### src/rate_monotonic_schedulability_test_top_assert.svh
// Assertion macros for the schedulability test top level.
// Included by rate_monotonic_schedulability_test_top.sv.
`ifndef RATE_MONOTONIC_SCHEDULABILITY_TEST_TOP_ASSERT_SVH
`define RATE_MONOTONIC_SCHEDULABILITY_TEST_TOP_ASSERT_SVH

// Implication checked on every edge outside reset.
`define RMS_ASSERT_IMPL(label, ante, cons, msg) \
    label: assert property (@(posedge i_clk) disable iff (!i_rst_n) (ante) |-> (cons)) \
        else $error(msg);

// Next-cycle implication checked outside reset.
`define RMS_ASSERT_NEXT(label, ante, cons, msg) \
    label: assert property (@(posedge i_clk) disable iff (!i_rst_n) (ante) |=> (cons)) \
        else $error(msg);

`endif

### src/rms_pkg.sv
// Package for the schedulability test: types, constants, bound table, divider width.
// No dependencies.
`timescale 1ns / 1ps
package rms_pkg;
    localparam int unsigned MaxTasksDefault = 63;
    localparam int unsigned IdxW = 6;
    localparam int unsigned CntW = 7;
    localparam int unsigned DataW = 32;
    localparam int unsigned QuoW = 48;
    localparam int unsigned SumW = 56;
    localparam int unsigned BndW = 17;

    typedef enum logic [3:0] {
        ST_LOAD, ST_INIT, ST_SORT_RD, ST_SORT_CMP, ST_SORT_WR, ST_TST_RD,
        ST_TST_LD, ST_TST_DIV, ST_TST_CHK, ST_OUT_RD, ST_OUT_EMIT
    } t_state;

    typedef struct packed {
        logic start;
        logic [DataW-1:0] num;
        logic [DataW-1:0] den;
    } t_div_req;

    typedef struct packed {
        logic done;
        logic [QuoW-1:0] quo;
    } t_div_rsp;

    function automatic logic [BndW-1:0] bound_q16(input logic [IdxW-1:0] k);
        logic [BndW-1:0] b;
        case (k)
            6'd0: b = 17'd65536; 6'd1: b = 17'd54291; 6'd2: b = 17'd51102;
            6'd3: b = 17'd49599; 6'd4: b = 17'd48725; 6'd5: b = 17'd48154;
            6'd6: b = 17'd47751; 6'd7: b = 17'd47452; 6'd8: b = 17'd47221;
            6'd9: b = 17'd47037; 6'd10: b = 17'd46888; 6'd11: b = 17'd46763;
            6'd12: b = 17'd46658; 6'd13: b = 17'd46569; 6'd14: b = 17'd46492;
            6'd15: b = 17'd46424; 6'd16: b = 17'd46365; 6'd17: b = 17'd46312;
            6'd18: b = 17'd46264; 6'd19: b = 17'd46222; 6'd20: b = 17'd46184;
            6'd21: b = 17'd46149; 6'd22: b = 17'd46117; 6'd23: b = 17'd46088;
            6'd24: b = 17'd46061; 6'd25: b = 17'd46036; 6'd26: b = 17'd46014;
            6'd27: b = 17'd45993; 6'd28: b = 17'd45973; 6'd29: b = 17'd45954;
            6'd30: b = 17'd45937; 6'd31: b = 17'd45921; 6'd32: b = 17'd45906;
            6'd33: b = 17'd45892; 6'd34: b = 17'd45878; 6'd35: b = 17'd45866;
            6'd36: b = 17'd45854; 6'd37: b = 17'd45842; 6'd38: b = 17'd45832;
            6'd39: b = 17'd45821; 6'd40: b = 17'd45812; 6'd41: b = 17'd45802;
            6'd42: b = 17'd45794; 6'd43: b = 17'd45785; 6'd44: b = 17'd45778;
            6'd45: b = 17'd45770; 6'd46: b = 17'd45762; 6'd47: b = 17'd45755;
            6'd48: b = 17'd45749; 6'd49: b = 17'd45742; 6'd50: b = 17'd45736;
            6'd51: b = 17'd45730; 6'd52: b = 17'd45724; 6'd53: b = 17'd45719;
            6'd54: b = 17'd45713; 6'd55: b = 17'd45708; 6'd56: b = 17'd45703;
            6'd57: b = 17'd45698; 6'd58: b = 17'd45694; 6'd59: b = 17'd45689;
            6'd60: b = 17'd45685; 6'd61: b = 17'd45681; 6'd62: b = 17'd45677;
            default: b = 17'd45677;
        endcase
        return b;
    endfunction
endpackage

### src/rms_order_mem.sv
// Order memory: sorted arrival indices, one write and one read port.
// Depends on rms_pkg.
`timescale 1ns / 1ps
module rms_order_mem #(
    parameter int unsigned MAX_TASKS = rms_pkg::MaxTasksDefault
) (
    input  logic                     i_clk,
    input  logic                     i_we,
    input  logic [rms_pkg::IdxW-1:0] i_waddr,
    input  logic [rms_pkg::IdxW-1:0] i_wdata,
    input  logic [rms_pkg::IdxW-1:0] i_raddr,
    output logic [rms_pkg::IdxW-1:0] o_rdata
);
    import rms_pkg::*;

    logic [IdxW-1:0] r_mem [MAX_TASKS];

    // Write the slot, read registered
    always_ff @(posedge i_clk) begin
        if (i_we) begin
            r_mem[i_waddr] <= i_wdata;
        end
        o_rdata <= r_mem[i_raddr];
    end
endmodule

### config.mk
export PLATFORM = sky130hd
export DESIGN_NAME = rms_order_mem
export DESIGN_NICKNAME = d
export VERILOG_FILES = /design/src/rate_monotonic_schedulability_test_top_assert.svh /design/src/rms_pkg.sv /design/src/rms_order_mem.sv
export SDC_FILE = /design/constraint.sdc
export NUM_CORES = 1
export LEC_CHECK = 0
export ABC_AREA = 1
export BUFFER_PORTS_ARGS = -buffer_cell sky130_fd_sc_hd__buf_4
export CORE_MARGIN = 5
export CORE_UTILIZATION = 45
export DETAILED_ROUTE_END_ITERATION = 8
export MAX_ROUTING_LAYER = met4
export PLACE_DENSITY = 0.61
export SLEW_MARGIN = 40
export SYNTH_ARGS = -nofsm -noshare
export SYNTH_HDL_FRONTEND = slang
export SYNTH_SLANG_ARGS = --single-unit
### constraint.sdc
create_clock -name i_clk -period 2.5 [get_ports i_clk]
set_clock_uncertainty 0.05 [all_clocks]
set_input_delay 0.5 -clock i_clk [delete_from_list [all_inputs] [get_ports i_clk]]
set_output_delay 0.5 -clock i_clk [all_outputs]
set_load 0.05 [all_outputs]
==> Word level (Yosys, flattened, before mapping) <==
Memory sizes are Yosys's and may differ from the RTL's. A register that Yosys moved wholly into a read port is not among the register bits.
Cells that the tools add are included.
{ "totals": {"latch_bits": 0, "mem_bits_rw": 378, "out_inout_bits": 6, "ff_bits": 0, "elab_cells": 3, "mem_count": 1, "romBits": 0} }
{ "op_classes": {"shift": 0, "n_div": 0, "n_eq_ne": 0, "add_sub_neg": 0, "reduce_logical": 0, "multipliers": 0, "n_bitwise": 0, "magnitude_cmp": 0, "mux": 2} }
{ "memory_table": {"columns": ["memory", "words", "word_bits", "read_ports", "rd_ports_with_merged_regs", "write_ports", "line", "text"], "rows": [
  ["r_mem", 63, 6, 1, 1, 1, "rms_order_mem.sv:16", "logic [IdxW-1:0] r_mem [MAX_TASKS];"]
]} }
{ "op_table": {"columns": ["op", "n"], "rows": [
  ["2-to-1 mux 1 bit", 2]
]} }

==> Depth between registers and ports, before layout <==
{ "depth": {"depth_word": 2, "ltp_mapped": 12, "mapped_depth_nobuf": 9} }

==> Least setup slack after synthesis <==
No wires, ideal clock.
{ "synth_timing": {"path_kind": "input port to flip-flop", "from": "input port i_we", "to": "memory r_mem[32][0] (enable)", "slack_ps": 381, "stages": 3, "arrival_time_ps": 1683, "path_buffers": 1, "t_required_ps": 2064, "path_cell_list": "clkbuf_1 > nand4_1 > nor4_1"} }
{ "synth_via": {"elab_chain_len": 2} }
{ "synth_lines": {"columns": ["item", "line", "text"], "rows": [
  ["start: declaration", "rms_order_mem.sv:8", "input logic i_we,"],
  ["2-to-1 mux 1 bit", "rms_order_mem.sv:20", "if (i_we) begin"],
  ["2-to-1 mux 1 bit (implied by the code)", "rms_order_mem.sv:21", "r_mem[i_waddr] <= i_wdata;"],
  ["end: declaration", "rms_order_mem.sv:16", null]
]} }
Every way passes these cells.

==> Worst setup path after layout <==
{ "layout_timing": {"from": "register o_rdata[4] (netlist bit) (read register of r_mem)", "to": "output port o_rdata[4] (netlist bit)"} }
{ "layout_rtl": {"columns": ["item", "line", "text"], "rows": [
  ["start: declaration", "rms_order_mem.sv:12", "output logic [rms_pkg::IdxW-1:0] o_rdata"]
]} }
No word-level cell between the ends.

==> impl_metrics.prom <==
# TYPE chip_impl_metric gauge
chip_impl_metric{name="rr_worst_depth",unit=""} 8
chip_impl_metric{name="netSwitchingPower",unit="W"} 0.00304
chip_impl_metric{name="final_area",unit="um2"} 18200
chip_impl_metric{name="critPathRequiredTime",unit="ns"} 1.95
chip_impl_metric{name="netlist_area_before_placement",unit="um2"} 15800
chip_impl_metric{name="dpl.hpwl",unit="um"} 22500
chip_impl_metric{name="num-nets-final",unit=""} 1463
chip_impl_info{name="critical_path.startpoint_type",value="register"} 1
chip_impl_info{name="path_cells",value="buf_4"} 1
chip_impl_metric{name="report.power.total",unit="W"} 0.0138
chip_impl_metric{name="number_of_cells_produced_by_synthesis",unit=""} 1358
chip_impl_metric{name="numPortBuffers",unit=""} 25
chip_impl_metric{name="grt_start_max_net_pins",unit=""} 106
chip_impl_metric{name="drc",unit=""} 0
chip_impl_info{name="hp-start",value="i_raddr[5]"} 1
chip_impl_metric{name="antenna_cells_inserted",unit=""} 0
chip_impl_metric{name="r2r_setup_slack",unit="ns"} 1.16
chip_impl_metric{name="dr.first_iter.drc_count",unit=""} 1028
chip_impl_info{name="min_delay_worst_endpoint",value="o_rdata[1]"} 1
chip_impl_metric{name="power_frac_comb",unit="%"} 6.6
chip_impl_metric{name="cp_num_buf_inv",unit=""} 1
chip_impl_info{name="critical_path_class",value="register to output port"} 1
chip_impl_metric{name="switching_share",unit="%"} 22.0
chip_impl_info{name="holdCritPathClass",value="input port to register"} 1
chip_impl_metric{name="timing_hold_violations_final",unit=""} 0
chip_impl_metric{name="min_period",unit="ns"} 1.77
chip_impl_metric{name="design.portCount",unit=""} 26
chip_impl_metric{name="whs_path_depth",unit=""} 3
chip_impl_metric{name="total_die_area",unit="um2"} 38900
chip_impl_metric{name="internal_power",unit="W"} 0.0108
chip_impl_metric{name="synth-edff-count",unit=""} 378
chip_impl_metric{name="global_route_wire_length_before_repair",unit="um"} 59700
chip_impl_metric{name="post_cts.repair.setup_buffers",unit=""} 0
chip_impl_metric{name="synthesis.area_per_instance",unit="um2"} 11.6
chip_impl_metric{name="numCtsBuffers",unit=""} 41
chip_impl_metric{name="final_antenna_net_count",unit=""} 0
chip_impl_metric{name="cellPowerDensity",unit="nW/um2"} 759
chip_impl_metric{name="drt-wirelength-per-cell",unit="um"} 20.4
chip_impl_metric{name="floorplan.die.width",unit="um"} 197
chip_impl_metric{name="cts.reportedPaths.clkPinSlew",unit="ns"} 0.06
chip_impl_info{name="netlist_top_cells_area",value="edfxtp_1, nand2_1, nand3_1, nor2_1, buf_4"} 1
chip_impl_info{name="tritoncts_clock_tree",value="built"} 1
chip_impl_metric{name="power_leakage",unit="nW"} 6.70
chip_impl_metric{name="syn2layout_area_growth",unit="%"} 15.4
chip_impl_metric{name="crit_path_max_incr_delay",unit="ns"} 0.44
chip_impl_metric{name="antenna_violations_before_repair",unit=""} 0
chip_impl_metric{name="maxSlewHeadroom",unit="%"} 45.8
chip_impl_info{name="yosys.area.top_type",value="edfxtp_1"} 1
chip_impl_metric{name="die_height",unit="um"} 197
chip_impl_metric{name="synth_top_area_share",unit="%"} 72.0
chip_impl_metric{name="finalSetupViolations",unit=""} 0
chip_impl_info{name="timing.critical_path.max_delay_family",value="flip-flops"} 1
chip_impl_info{name="timing.critical_path.to_type",value="output port"} 1
chip_impl_metric{name="via_count_of_the_first_global_routing_pass",unit=""} 9960
chip_impl_metric{name="max-vdd-ir-drop",unit="V"} 0.000544
chip_impl_metric{name="worst_skew_pair.late_latency",unit="ns"} 0.53
chip_impl_info{name="grt_setup_unrepaired",value="false"} 1
chip_impl_metric{name="timing.critical_path.arrival",unit="ns"} 1.22
chip_impl_metric{name="detailedRoute.firstPassIterationCount",unit=""} 7
chip_impl_metric{name="synth_cell_types",unit=""} 16
chip_impl_metric{name="timing.final.max_slew_violations",unit=""} 0
chip_impl_info{name="crit-reg2reg-capture",value="o_rdata[1]"} 1
chip_impl_metric{name="clock_share_of_power",unit="%"} 41.6
chip_impl_metric{name="maximum_net_fanout_on_the_critical_path",unit=""} 1
chip_impl_metric{name="setup_total_negative_slack",unit="ns"} 0
chip_impl_metric{name="yosysWarnings",unit=""} 0
chip_impl_metric{name="gpl.final_weighted_congestion",unit=""} 0.817
chip_impl_metric{name="wl",unit="um"} 39200
chip_impl_info{name="postSynth.topFlopCell",value="edfxtp_1"} 1
chip_impl_metric{name="cts-resized-gates",unit=""} 0
chip_impl_metric{name="cts.htree.levels",unit=""} 2
chip_impl_metric{name="groute.usage.overall",unit="%"} 20.7
chip_impl_metric{name="maxCapViolCount",unit=""} 0
chip_impl_info{name="cts.root.buffer_cell",value="clkbuf_16"} 1
chip_impl_metric{name="async_sr_flop_fraction",unit="%"} 0
chip_impl_metric{name="ctsHoldBuffers",unit=""} 0
chip_impl_metric{name="initial_core_util",unit="%"} 45.6
chip_impl_metric{name="seq_power_share",unit="%"} 51.8
chip_impl_metric{name="dpl_cell_area",unit="um2"} 16900
chip_impl_metric{name="drive_above_1_share",unit="%"} 12.6
chip_impl_metric{name="fin_crit_sh",unit="%"} 70.7
chip_impl_info{name="yosysMostFrequentCell",value="nand2_1"} 1
chip_impl_info{name="most_frequent_cells_after_synthesis",value="nand2_1, edfxtp_1, nand3_1"} 1
chip_impl_info{name="outcome",value="completed"} 1
chip_impl_metric{name="synth_fp_nets",unit=""} 1378
chip_impl_metric{name="via_per_inst",unit=""} 5.43
chip_impl_metric{name="clock_sink_count",unit=""} 384
chip_impl_metric{name="yosysSeqAreaShare",unit="%"} 72.8
chip_impl_metric{name="timing_worst_slew_pin_value",unit="ns"} 0.813
chip_impl_info{name="timing.critical_path.slowest_stage_cell",value="dfxtp_1"} 1
chip_impl_metric{name="grt_remaining_overflow",unit=""} 0
chip_impl_metric{name="cts_buffer_depth",unit=""} 3
chip_impl_metric{name="via_count",unit=""} 10400
chip_impl_metric{name="yosys_register_bits",unit=""} 384
chip_impl_metric{name="core",unit="um2"} 34500
chip_impl_metric{name="fmax",unit="GHz"} 0.566
chip_impl_info{name="r2r_start",value="r_mem[7][1]"} 1
chip_impl_metric{name="row_count",unit=""} 68
cells in the final DEF (no fill, tap or decap), drive strengths merged:
cell | Yosys | layout
nand2 | 472 | 472
edfxtp | 378 | 378
nand3 | 323 | 323
buf | 62 | 125
nor2 | 67 | 67
clkbuf | 21 | 54
clkinv | 0 | 13
inv | 12 | 11
nand4 | 9 | 9
nor4 | 8 | 8
dfxtp | 6 | 6
bufinv | 0 | 2
clkinvlp | 0 | 1
cells by family (layout without fill, tap and decap cells):
logic type	count (synthesis)	in the layout	share of synthesized area (%)
flops	384	384	72.8
simple gates	879	879	23.8
buf+inv	95	206	3.48
how the worst max path moves through the flow:
stage / startpoint / to / slack (ns) / depth (start not counted)
6_report: o_rdata[4] / o_rdata[4] / 0.73 / 1
5_1_grt: o_rdata[4] / o_rdata[4] / 0.71 / 1
4_1_cts: o_rdata[4] / o_rdata[4] / 0.74 / 1
3_5_place_dp: i_raddr[1] / o_rdata[1] / 0.40 / 10
3_3_place_gp: i_raddr[1] / o_rdata[1] / 0.43 / 10
2_1_floorplan: i_we / r_mem[32][0] / 0.38 / 3
power groups by stage:
stage          clock network (W)  logic, W  registers [W]
5_1_grt                  0.00614  0.000995        0.00715
2_1_floorplan                  0  0.000490        0.00732
3_5_place_dp                   0  0.000913        0.00729
4_1_cts                  0.00585  0.000915        0.00715
3_3_place_gp                   0  0.000907        0.00729
6_report                 0.00575  0.000909        0.00715
layout make-up:
type / instances / area (um2)
Timing Repair Buffer: 125 / 1090
Multi-Input combinational cell: 879 / 3750
Sequential cell: 384 / 11500
Clock inverter: 15 / 124
Tap cell: 455 / 569
Inverter: 12 / 48.8
Clock buffer: 54 / 1140
Fill cell: 3019 / 16300
registers in the layout, indices dropped and copies added, names as in the netlist:
name	count
o_rdata	6
r_mem	378
stage by stage:
stage | hold slack [ns] | setup slack, ns | util [%] | std cells
final | 0.255 | 0.733 | 52.7 | 1924
after global routing | 0.261 | 0.713 | 52.7 | 1924
after CTS | 0.243 | 0.736 | 52.7 | 1924
after detailed placement | 0.761 | 0.403 | 49.0 | 1855
after global placement | 0.758 | 0.429 | 49.0 | 1855
after floorplan | 0.549 | 0.381 | - | 1358
routing by layer:
layer / track usage (%) / share of wire (%) / up-vias
met1: 29.6 / 44 / 5077
met3: 3.21 / 7.0 / 62
met2: 31.6 / 47 / 371
met5: - / 0 / -
li1: - / - / 4934
met4: 5.01 / 2.1 / 0
worst reg2reg max path, delay by kind of cell (launching register included):
| family | cells | cell delay [ns] |
|---|---|---|
| flip-flops | 1 | 0.36 |
| AND/OR/NAND/NOR | 8 | 0.82 |
Power figures use the tool's default switching activity.
