<file path="src/rate_monotonic_schedulability_test_top_assert.svh">
// Assertion macros for the schedulability test top level.
// Included by rate_monotonic_schedulability_test_top.sv.
`ifndef RATE_MONOTONIC_SCHEDULABILITY_TEST_TOP_ASSERT_SVH
`define RATE_MONOTONIC_SCHEDULABILITY_TEST_TOP_ASSERT_SVH

// Implication checked on every edge outside reset.
`define RMS_ASSERT_IMPL(label, ante, cons, msg) \
    label: assert property (@(posedge i_clk) disable iff (!i_rst_n) (ante) |-> (cons)) \
        else $error(msg);

// Next-cycle implication checked outside reset.
`define RMS_ASSERT_NEXT(label, ante, cons, msg) \
    label: assert property (@(posedge i_clk) disable iff (!i_rst_n) (ante) |=> (cons)) \
        else $error(msg);

`endif

</file>
<file path="src/rms_pkg.sv">
// Package for the schedulability test: types, constants, bound table, divider width.
// No dependencies.
`timescale 1ns / 1ps
package rms_pkg;
    localparam int unsigned MaxTasksDefault = 63;
    localparam int unsigned IdxW = 6;
    localparam int unsigned CntW = 7;
    localparam int unsigned DataW = 32;
    localparam int unsigned QuoW = 48;
    localparam int unsigned SumW = 56;
    localparam int unsigned BndW = 17;

    typedef enum logic [3:0] {
        ST_LOAD, ST_INIT, ST_SORT_RD, ST_SORT_CMP, ST_SORT_WR, ST_TST_RD,
        ST_TST_LD, ST_TST_DIV, ST_TST_CHK, ST_OUT_RD, ST_OUT_EMIT
    } t_state;

    typedef struct packed {
        logic start;
        logic [DataW-1:0] num;
        logic [DataW-1:0] den;
    } t_div_req;

    typedef struct packed {
        logic done;
        logic [QuoW-1:0] quo;
    } t_div_rsp;

    function automatic logic [BndW-1:0] bound_q16(input logic [IdxW-1:0] k);
        logic [BndW-1:0] b;
        case (k)
            6'd0: b = 17'd65536; 6'd1: b = 17'd54291; 6'd2: b = 17'd51102;
            6'd3: b = 17'd49599; 6'd4: b = 17'd48725; 6'd5: b = 17'd48154;
            6'd6: b = 17'd47751; 6'd7: b = 17'd47452; 6'd8: b = 17'd47221;
            6'd9: b = 17'd47037; 6'd10: b = 17'd46888; 6'd11: b = 17'd46763;
            6'd12: b = 17'd46658; 6'd13: b = 17'd46569; 6'd14: b = 17'd46492;
            6'd15: b = 17'd46424; 6'd16: b = 17'd46365; 6'd17: b = 17'd46312;
            6'd18: b = 17'd46264; 6'd19: b = 17'd46222; 6'd20: b = 17'd46184;
            6'd21: b = 17'd46149; 6'd22: b = 17'd46117; 6'd23: b = 17'd46088;
            6'd24: b = 17'd46061; 6'd25: b = 17'd46036; 6'd26: b = 17'd46014;
            6'd27: b = 17'd45993; 6'd28: b = 17'd45973; 6'd29: b = 17'd45954;
            6'd30: b = 17'd45937; 6'd31: b = 17'd45921; 6'd32: b = 17'd45906;
            6'd33: b = 17'd45892; 6'd34: b = 17'd45878; 6'd35: b = 17'd45866;
            6'd36: b = 17'd45854; 6'd37: b = 17'd45842; 6'd38: b = 17'd45832;
            6'd39: b = 17'd45821; 6'd40: b = 17'd45812; 6'd41: b = 17'd45802;
            6'd42: b = 17'd45794; 6'd43: b = 17'd45785; 6'd44: b = 17'd45778;
            6'd45: b = 17'd45770; 6'd46: b = 17'd45762; 6'd47: b = 17'd45755;
            6'd48: b = 17'd45749; 6'd49: b = 17'd45742; 6'd50: b = 17'd45736;
            6'd51: b = 17'd45730; 6'd52: b = 17'd45724; 6'd53: b = 17'd45719;
            6'd54: b = 17'd45713; 6'd55: b = 17'd45708; 6'd56: b = 17'd45703;
            6'd57: b = 17'd45698; 6'd58: b = 17'd45694; 6'd59: b = 17'd45689;
            6'd60: b = 17'd45685; 6'd61: b = 17'd45681; 6'd62: b = 17'd45677;
            default: b = 17'd45677;
        endcase
        return b;
    endfunction
endpackage

</file>
<file path="src/rms_div.sv">
// Restoring radix-2 divider: floor((num << 16) / den), one quotient bit per cycle.
// Depends on rms_pkg.
`timescale 1ns / 1ps
module rms_div (
    input  logic              i_clk,
    input  logic              i_rst_n,
    input  rms_pkg::t_div_req i_req,
    output rms_pkg::t_div_rsp o_rsp
);
    import rms_pkg::*;

    logic [QuoW-1:0]  r_quo, n_quo;
    logic [DataW:0]   r_rem, n_rem;
    logic [DataW-1:0] r_den, n_den;
    logic [5:0]       r_cnt, n_cnt;
    logic             r_busy, n_busy;
    logic             r_done, n_done;
    logic [DataW:0]   w_sh;

    // Shift one dividend bit in, subtract when it fits
    always_comb begin
        n_quo  = r_quo;
        n_rem  = r_rem;
        n_den  = r_den;
        n_cnt  = r_cnt;
        n_busy = r_busy;
        n_done = 1'b0;
        w_sh   = {r_rem[DataW-1:0], r_quo[QuoW-1]};
        if (i_req.start) begin
            n_quo  = {i_req.num, 16'd0};
            n_rem  = '0;
            n_den  = i_req.den;
            n_cnt  = 6'(QuoW - 1);
            n_busy = 1'b1;
        end else if (r_busy) begin
            if (w_sh >= {1'b0, r_den}) begin
                n_rem = w_sh - {1'b0, r_den};
                n_quo = {r_quo[QuoW-2:0], 1'b1};
            end else begin
                n_rem = w_sh;
                n_quo = {r_quo[QuoW-2:0], 1'b0};
            end
            n_cnt = r_cnt - 6'd1;
            if (r_cnt == 6'd0) begin
                n_busy = 1'b0;
                n_done = 1'b1;
            end
        end
    end

    always_ff @(posedge i_clk) begin
        if (!i_rst_n) begin
            r_busy <= 1'b0;
            r_done <= 1'b0;
        end else begin
            r_busy <= n_busy;
            r_done <= n_done;
        end
        r_quo <= n_quo;
        r_rem <= n_rem;
        r_den <= n_den;
        r_cnt <= n_cnt;
    end

    assign o_rsp.done = r_done;
    assign o_rsp.quo  = r_quo;
endmodule

</file>
<file path="config.mk">
export PLATFORM = sky130hd
export DESIGN_NAME = rms_div
export DESIGN_NICKNAME = d
export VERILOG_FILES = /design/src/rate_monotonic_schedulability_test_top_assert.svh /design/src/rms_pkg.sv /design/src/rms_div.sv
export SDC_FILE = /design/constraint.sdc
export NUM_CORES = 1
export LEC_CHECK = 0
export BUFFER_PORTS_ARGS = -buffer_cell sky130_fd_sc_hd__buf_2
export CORE_UTILIZATION = 49
export CTS_BUF_LIST = sky130_fd_sc_hd__clkbuf_8
export CTS_CLUSTER_DIAMETER = 40
export DETAILED_ROUTE_END_ITERATION = 10
export GPL_TIMING_DRIVEN = 1
export HOLD_SLACK_MARGIN = 0.12
export PLACE_DENSITY = 0.74
export SLEW_MARGIN = 20
export SYNTH_ARGS = -nofsm -noshare
export SYNTH_HDL_FRONTEND = slang
export SYNTH_SLANG_ARGS = --single-unit
</file>
<file path="constraint.sdc">
create_clock -name i_clk -period 2.3 [get_ports i_clk]
set_input_delay 0.115 -clock i_clk [delete_from_list [all_inputs] [get_ports i_clk]]
set_output_delay 0.115 -clock i_clk [all_outputs]
set_load 0.1 [all_outputs]
</file>
* Word level (Yosys, flattened, before mapping)
Index checks and enable logic that the tools add are counted.
** Storage, ports and cells
- Flip-flop bits (word level) :: 120
- Bits of input ports :: 67
- Output and inout bits :: 49
- Word-level logic and storage cells :: 23
** Operators by class
- $add $sub $neg :: 2
- Order comparisons :: 1
- Muxes and demuxes :: 8
- Bitwise logic cells :: 2
- Reduce and logical (&&, ||, !) cells :: 3
** Operators by type and width (number)
- 48-bit 2-to-1 mux :: 2
- 33-bit by 32-bit >= comparator with 1-bit output :: 1
- 32-bit 2-to-1 mux :: 1
- 32-bit subtractor :: 1
- 6-bit zero test :: 1
- 6-bit by 1-bit subtractor with 6-bit output (second input constant) :: 1
- 1-bit 2-to-1 mux :: 5
- 3-bit OR reduction :: 1
- 1-bit NOT :: 2
- 2-bit nonzero test :: 1

* Depth between registers and ports, before layout
Gate-level depths: netlist (run 1).
- Word-level depth :: 4
- Gate-level depth with buffers :: 12
- Depth with buffers taken out :: 11

* Worst setup path after synthesis (run 1)
No wires, ideal clock.
- Path kind :: flip-flop to flip-flop
- Start point :: reg r_quo[47]
- End point :: reg r_rem[26]
- Setup time :: 0.063 ns
- Data arrival time :: 3.157 ns
- Required time :: 2.237 ns
- Path slack :: -0.920 ns
- Cell stages (with the launch flop) :: 12
- Buffers on the path :: 0
- Clock period less this slack :: 3.220 ns
- Path through :: edfxtp_1 > inv_1 > ha_1 > fa_1 > nor2b_1 > o211ai_1 > a31oi_1 > nand4b_1 > a2bb2oi_2 > o21bai_1 > a2111o_1 > nand3_1
** On the way
- Cells in the longest elaborated chain, start to end :: 2
- Elaborated cells on any way between the ends :: 3
- Those cells by class :: 1 x add/sub; 1 x order compare; 1 x mux
** RTL lines
- from (decl) :: line rms_div.sv:12 : logic [QuoW-1:0] r_quo, n_quo;
- from (signal assigned) :: line rms_div.sv:59 : r_quo <= n_quo;
- 32-bit subtractor / 33-bit by 32-bit >= comparator with 1-bit output (equally long branches) :: line rms_div.sv:37, rms_div.sv:36
- 32-bit 2-to-1 mux (*) :: line rms_div.sv:36 : if (w_sh >= {1'b0, r_den}) begin
- to (signal assigned) :: line rms_div.sv:60 : r_rem <= n_rem;
- to (decl) :: line rms_div.sv:13 : logic [DataW:0] r_rem, n_rem;
Mark *: on every way between the ends. The rest lies on a longest branch, timed or not.
A chain may end at the register's enable or synchronous reset.

* Worst setup path in the final report (run 1)
- Start point :: reg r_den[27]
- End point :: reg r_rem[1]
** On the way
- Cells in the longest elaborated chain, start to end :: 2
** RTL lines
- from (decl) :: line rms_div.sv:14 : logic [DataW-1:0] r_den, n_den;
- from (signal assigned) :: line rms_div.sv:61 : r_den <= n_den;
- 33-bit by 32-bit >= comparator with 1-bit output :: line rms_div.sv:36
- 32-bit 2-to-1 mux :: line rms_div.sv:36
Every way passes these cells.

==> impl_metrics.ini, run 1 <==
[die]
fp.dieW_um = 120
dieHeight_um = 120
die-area_um2 = 14400
start_util_pct = 50.9
coreArea_um2 = 13500
num_rows = 42
ios = 116

[grt]
antenna_found_initial = 0
grt_max_degree = 67
grt-ovfl-total = 0
grt_pass1_wl_um = 35600
track_usage_pct = 31.8
first_global_vias = 7164

[detailed_routing]
drtIter0Drc = 588
vias = 7042
route.detailed.drc = 0
wl_per_cell_um = 19.1
vias_per_cell = 5.81
drt-total-wl_um = 23100
drt_pass1_iterations = 7
drt.antenna.violating_nets = 0

[cts]
cts_buffer_depth = 2
insertion_delay_ns = 0.47
cts_tree = built
clk_pin_slew_worst_paths_ns = 0.09
clock-root-buffer = clkbuf_8
cts_made_buffers = 17
cts_sinks = 120
htree_levels = 4

[status]
violations = negative setup slack
outcome = finished with violations

[hold_path]
hold_class = primary input to register

[synthesis]
synth_area_um2 = 6840
synth_flop_cell = edfxtp_1
synth_cells = 678
synthTopCellsByArea = edfxtp_1 28%, dfxtp_1 16%, ha_1 6.2%
ys_types = 74
netlist.area_leader.share_pct = 28.1
ys_ff_latch = 120
avgSynthCellArea_um2 = 10.1
synth_enable_flop_cells = 64
synthArstFlopShare_pct = 0
postSynthNetCount = 780
yosysWarningCount = 0
netlist_top_cells_count = 64 x edfxtp_1, 64 x nor2_1, 58 x nand2_1
yosys.area.top_type = edfxtp_1
ys_seq_area_share_pct = 44.5

[critical_path]
crit_top_cell = buf_6
cp_num_cells = 13
cp.required_ns = 2.69
path_cells = inv_2, ha_4, and4_4, and3_4, buf_4, nand2_4, a211oi_4, buf_6, o31a_4, buf_6, nor2_2, a211o_1, a21oi_1
r2r_cells = 13
rr_startpoint = r_den[27]
startpoint_type = register
critPathCapture = r_rem[1]
critPathArrivalTime_ns = 3.12
cp_top_family = compound AO/OA/AOI/OAI gates
timing.rr.end = r_rem[1]
path_class = register to register
critPathMaxFanout = 6
rrSetupSlack_ns = -0.44
crit_buf_inv = 4
crit_start = r_den[27]
critical_path.endpoint_type = register
crit_slowest_cell = edfxtp_1
cpPeakStageDelay_ns = 0.36

[pwr]
peakVddDrop_v = 0.000550
p_leak_nw = 4.81
p_per_area_nw_per_um2 = 617

[timing]
slew_viol_final = 0
achievable-frequency_mhz = 365
setup_viol = 33
fin_crit_sh_pct = 119
hold_ws_ns = 0.356
rsz0062_at_grt = yes
max_slew_margin_pct = 63.9
fin_ws_ns = -0.439
period_needed_ns = 2.74
fin_skew_ns = 0.0157
worst_slew_pin_slew_ns = 0.541
hold_violations = 0

[placed_design]
routabilityCongestion = 0.896
port_buffers = 115
hpwl_um = 13100

[run]
maxCapViolCount = 0

[layout]
final_util_pct = 80.3
fill_cells = 760
drive_gt1_share_pct = 47.6
diodes = 0
layout.nets = 1125
area_delta_synth_final_pct = 57.8
-- placed cells by master, fill, tap and decap left out, types with 7 or more instances in the layout --
cell | netlist | final
a21o_1 | 17 | 17
nand2_1 | 58 | 36
xor2_1 | 9 | 8
o21ai_0 | 20 | 12
inv_2 | 0 | 10
nand2_2 | 2 | 15
dfxtp_1 | 56 | 53
a21oi_1 | 36 | 18
dlygate4sd3_1 | 0 | 66
buf_4 | 4 | 155
o21ai_1 | 8 | 9
nand4_1 | 10 | 10
a31oi_1 | 8 | 7
nand3_1 | 9 | 7
mux2i_1 | 20 | 20
a22o_1 | 31 | 31
nand2_4 | 0 | 9
nand2b_1 | 9 | 9
nor2_1 | 64 | 57
xnor2_1 | 14 | 13
a311oi_2 | 11 | 11
inv_6 | 0 | 7
edfxtp_1 | 64 | 64
a211oi_2 | 4 | 7
clkbuf_8 | 0 | 17
ha_1 | 34 | 11
buf_2 | 12 | 114
ha_4 | 0 | 22
buf_6 | 6 | 26
o21ai_2 | 0 | 7
nor3_1 | 11 | 8
inv_1 | 43 | 33
a21oi_2 | 4 | 19
-- cell type report --
cell class	instances	area, um2	share of cell area, %
Clock buffer	17	234	2.17
Clock inverter	15	176	1.63
Inverter	43	161	1.49
Multi-Input combinational cell	473	4120	38.2
Sequential cell	120	3050	28.2
Tap cell	176	220	2.04
Timing Repair Buffer	368	2840	26.3
-- power by group --
group	switching, W	internal, W	leakage [nW]
clock	0.00104	0.00101	0.213
sequential	0.0000908	0.00241	1.11
combinational	0.00124	0.000870	3.49
-- kinds of logic (layout without fill, tap and decap cells) --
kind of cell,count (synthesis),after routing,share of synthesized area (%)
buffers and inverters,86,443,5.83
XOR/XNOR,23,23,2.94
AO/OA/AOI/OAI,194,195,23.1
AND/OR/NAND/NOR,200,200,14.2
flip-flops,120,120,44.5
adder cells (fa/ha/maj),35,35,6.51
multiplexers,20,20,2.93
-- state kept, by name (all words and copies together) (netlist names) --
name    flops
r_quo      48
r_den      32
r_rem      32
r_cnt       6
r_busy      1
r_done      1
-- stage by stage --
stage / power [W] / setup slack [ns] / instance area, um2 / TNS [ns] / cells
3_3_place_gp: 0.00416 / -0.432 / 8630 / -7.00 / 1072
2_1_floorplan: 0.00363 / -0.779 / 6940 / -16.07 / 678
3_5_place_dp: 0.00419 / -0.403 / 8630 / -7.67 / 1072
4_1_cts: 0.00651 / -0.284 / 10600 / -4.96 / 1209
6_report: 0.00666 / -0.439 / 10800 / -9.63 / 1212
5_1_grt: 0.00689 / -0.515 / 10800 / -12.62 / 1212
-- routing by layer --
metal | part of all wire, % | wire, um | up-vias | track usage, %
met5 | 0 | 0 | - | 0
met4 | 3.4 | 792 | 0 | 13.5
met3 | 7.1 | 1640 | 85 | 7.27
met2 | 51 | 11800 | 339 | 55.9
met1 | 38 | 8890 | 3413 | 36.8
li1 | - | - | 3205 | -
-- timing repair --
item	CTS	global route
gates resized for setup	110	41
hold buffers	66	0
setup buffers	36	7
setup endpoints to repair	33	33
cloned	3	0
pin swaps	47	34
endpoints found under the hold margin	70	0
-- worst min path at each step --
stage / from / endpoint / slack, ns / cells after the start
after global routing: i_req[14] / r_den[14] / 0.33 / 2
after CTS: i_req[14] / r_den[14] / 0.34 / 2
after global placement: i_req[13] / r_den[13] / 0.29 / 1
after floorplan: i_req[0] / r_den[0] / 0.21 / 0
after detailed placement: i_req[7] / r_den[7] / 0.29 / 1
final: i_req[14] / r_den[14] / 0.36 / 2
No activity file was read; power rests on OpenSTA's default activity.
==> run 2: changes to the inputs <==
--- a/config.mk
+++ b/config.mk
@@ -15,2 +15,3 @@
 export PLACE_DENSITY = 0.74
+export SKIP_CTS_REPAIR_TIMING = 1
 export SLEW_MARGIN = 20
--- a/constraint.sdc
+++ b/constraint.sdc
@@ -3,2 +3,2 @@
 set_output_delay 0.115 -clock i_clk [all_outputs]
-set_load 0.1 [all_outputs]
+set_load 0.01 [all_outputs]
==> impl_metrics.ini, run 2 (same netlist as run 1, synthesis figures left out) <==
[status]
outcome = finished with violations
violations = negative setup slack

[die]
num_rows = 42
coreArea_um2 = 13500
dieHeight_um = 120
start_util_pct = 50.9
ios = 116
die-area_um2 = 14400
fp.dieW_um = 120

[layout]
drive_gt1_share_pct = 42.0
fill_cells = 907
largest_reg_flops = 48
diodes = 0
final_cell_mix = 134 x buf_4, 114 x buf_2, 66 x dlygate4sd3_1
layout.nets = 1089
top_register = r_quo
layout_commonest_cell = buf_4
top_regs = r_quo (48), r_den (32), r_rem (32)
final_util_pct = 76.7
area_delta_synth_final_pct = 50.8

[run]
maxCapViolCount = 0

[critical_path]
r2r_cells = 11
rrSetupSlack_ns = -0.37
startpoint_type = register
critPathMaxFanout = 5
crit_top_cell = a211oi_2
timing.rr.end = r_rem[24]
crit_start = r_den[26]
path_cells = inv_2, ha_4, a211oi_2, o21bai_2, a21oi_2, o211ai_4, o31ai_4, clkbuf_16, nor2_1, a221oi_4, a211oi_2
crit_slowest_cell = o31ai_4
critical_path.endpoint_type = register
cpPeakStageDelay_ns = 0.46
path_class = register to register
rr_startpoint = r_den[26]
critPathArrivalTime_ns = 2.99
cp.required_ns = 2.62

[timing]
fin_crit_sh_pct = 116
rsz0062_at_grt = yes
hold_violations = 0
worst_slew_pin_slew_ns = 0.658
max_slew_margin_pct = 56.1
slew_viol_final = 0
achievable-frequency_mhz = 375
setup_tns_ns = -7.87
setup_viol = 33
fin_ws_ns = -0.366
period_needed_ns = 2.67
fin_skew_ns = 0.0224

[cts]
insertion_delay_ns = 0.47
clk_pin_slew_worst_paths_ns = 0.08
cts_made_buffers = 17
cts_buffer_depth = 2
clock-root-buffer = clkbuf_8
cts_tree = built
htree_levels = 4
cts_sinks = 120

[grt]
first_global_vias = 6165
grt-ovfl-total = 0
grt_pass1_wl_um = 29400
grt_max_degree = 55
track_usage_pct = 25.8
antenna_found_initial = 0

[hold_path]
hold_path_end = r_den[3]
hold_class = primary input to register
min_path_cells = 2
hold_start = i_req[3]

[placed_design]
routabilityCongestion = 0.900
port_buffers = 115
hpwl_um = 13000

[pwr]
combPwrFrac_pct = 26.3
p_leak_nw = 4.53
p_sw_w = 0.00186
clkPwrFrac_pct = 33.1
p_sw_share_pct = 30.3
p_per_area_nw_per_um2 = 595
internal_power_w = 0.00428
peakVddDrop_v = 0.000576
seqPwrFrac_pct = 40.6

[detailed_routing]
drtIter0Drc = 534
drt-total-wl_um = 21300
vias_per_cell = 5.67
wl_per_cell_um = 18.1
drt_pass1_iterations = 6
route.detailed.drc = 0
drt.antenna.violating_nets = 0
vias = 6663
run 2: cell types whose count changed in the layout (fill, tap and decap cells not counted), moves of 4 or more:
cell     change
nand2_2      -5
buf_4       -21
nand2_4      -6
buf_6       -19
nand2_1     +11
buf_8        +5
ha_4         -5
a21oi_1      +4
run 2: worst max path at each step:
stage / endpoint / slack (ns)
after floorplan: r_rem[26] / -0.14
after global placement: r_rem[26] / -0.23
after detailed placement: r_rem[26] / -0.30
after CTS: r_rem[26] / -0.33
after global routing: r_rem[24] / -0.43
final: r_rem[24] / -0.37
run 2: cell type report:
cell class | count | area, um2 | share of cell area, %
Timing Repair Buffer | 332 | 2520 | 24.4
Clock inverter | 15 | 173 | 1.67
Sequential cell | 120 | 3040 | 29.5
Inverter | 43 | 161 | 1.56
Tap cell | 176 | 220 | 2.13
Clock buffer | 17 | 234 | 2.27
Multi-Input combinational cell | 473 | 3970 | 38.4
run 2: power groups by stage:
| stage | Clock [W] | Combinational [W] | Sequential [W] |
|---|---|---|---|
| after global routing | 0.00215 | 0.00172 | 0.00251 |
| after detailed placement | 0 | 0.00130 | 0.00252 |
| after CTS | 0.00203 | 0.00132 | 0.00247 |
| after floorplan | 0 | 0.000734 | 0.00254 |
| after global placement | 0 | 0.00127 | 0.00251 |
| final | 0.00204 | 0.00161 | 0.00249 |
run 2: layer usage:
| metal | vias to the layer above | track usage [%] | wire [um] |
|---|---|---|---|
| li1 | 3112 | - | - |
| met2 | 291 | 43.4 | 10600 |
| met3 | 81 | 5.80 | 1260 |
| met5 | - | 0 | 0 |
| met4 | 0 | 10.8 | 860 |
| met1 | 3179 | 31.7 | 8530 |
run 2: worst max-delay path: cells and delay by family (launching register included):
family	cells	cell delay, ns
and+or+nand+nor	1	0.07
AOI/OAI and AO/OA	7	1.53
adders and majority gates	1	0.21
buffers and inverters	2	0.33
DFF	1	0.39
run 2: through the flow:
step	hold slack, ns	instances	power, W	setup WS (ns)	cell area (um2)
floorplan	0.214	678	0.00327	-0.145	6970
CTS	-0.192	1090	0.00582	-0.328	8940
detailed placement	0.293	1058	0.00382	-0.296	8540
global route	0.341	1176	0.00638	-0.431	10300
global placement	0.291	1058	0.00379	-0.232	8540
finish	0.364	1176	0.00614	-0.366	10300
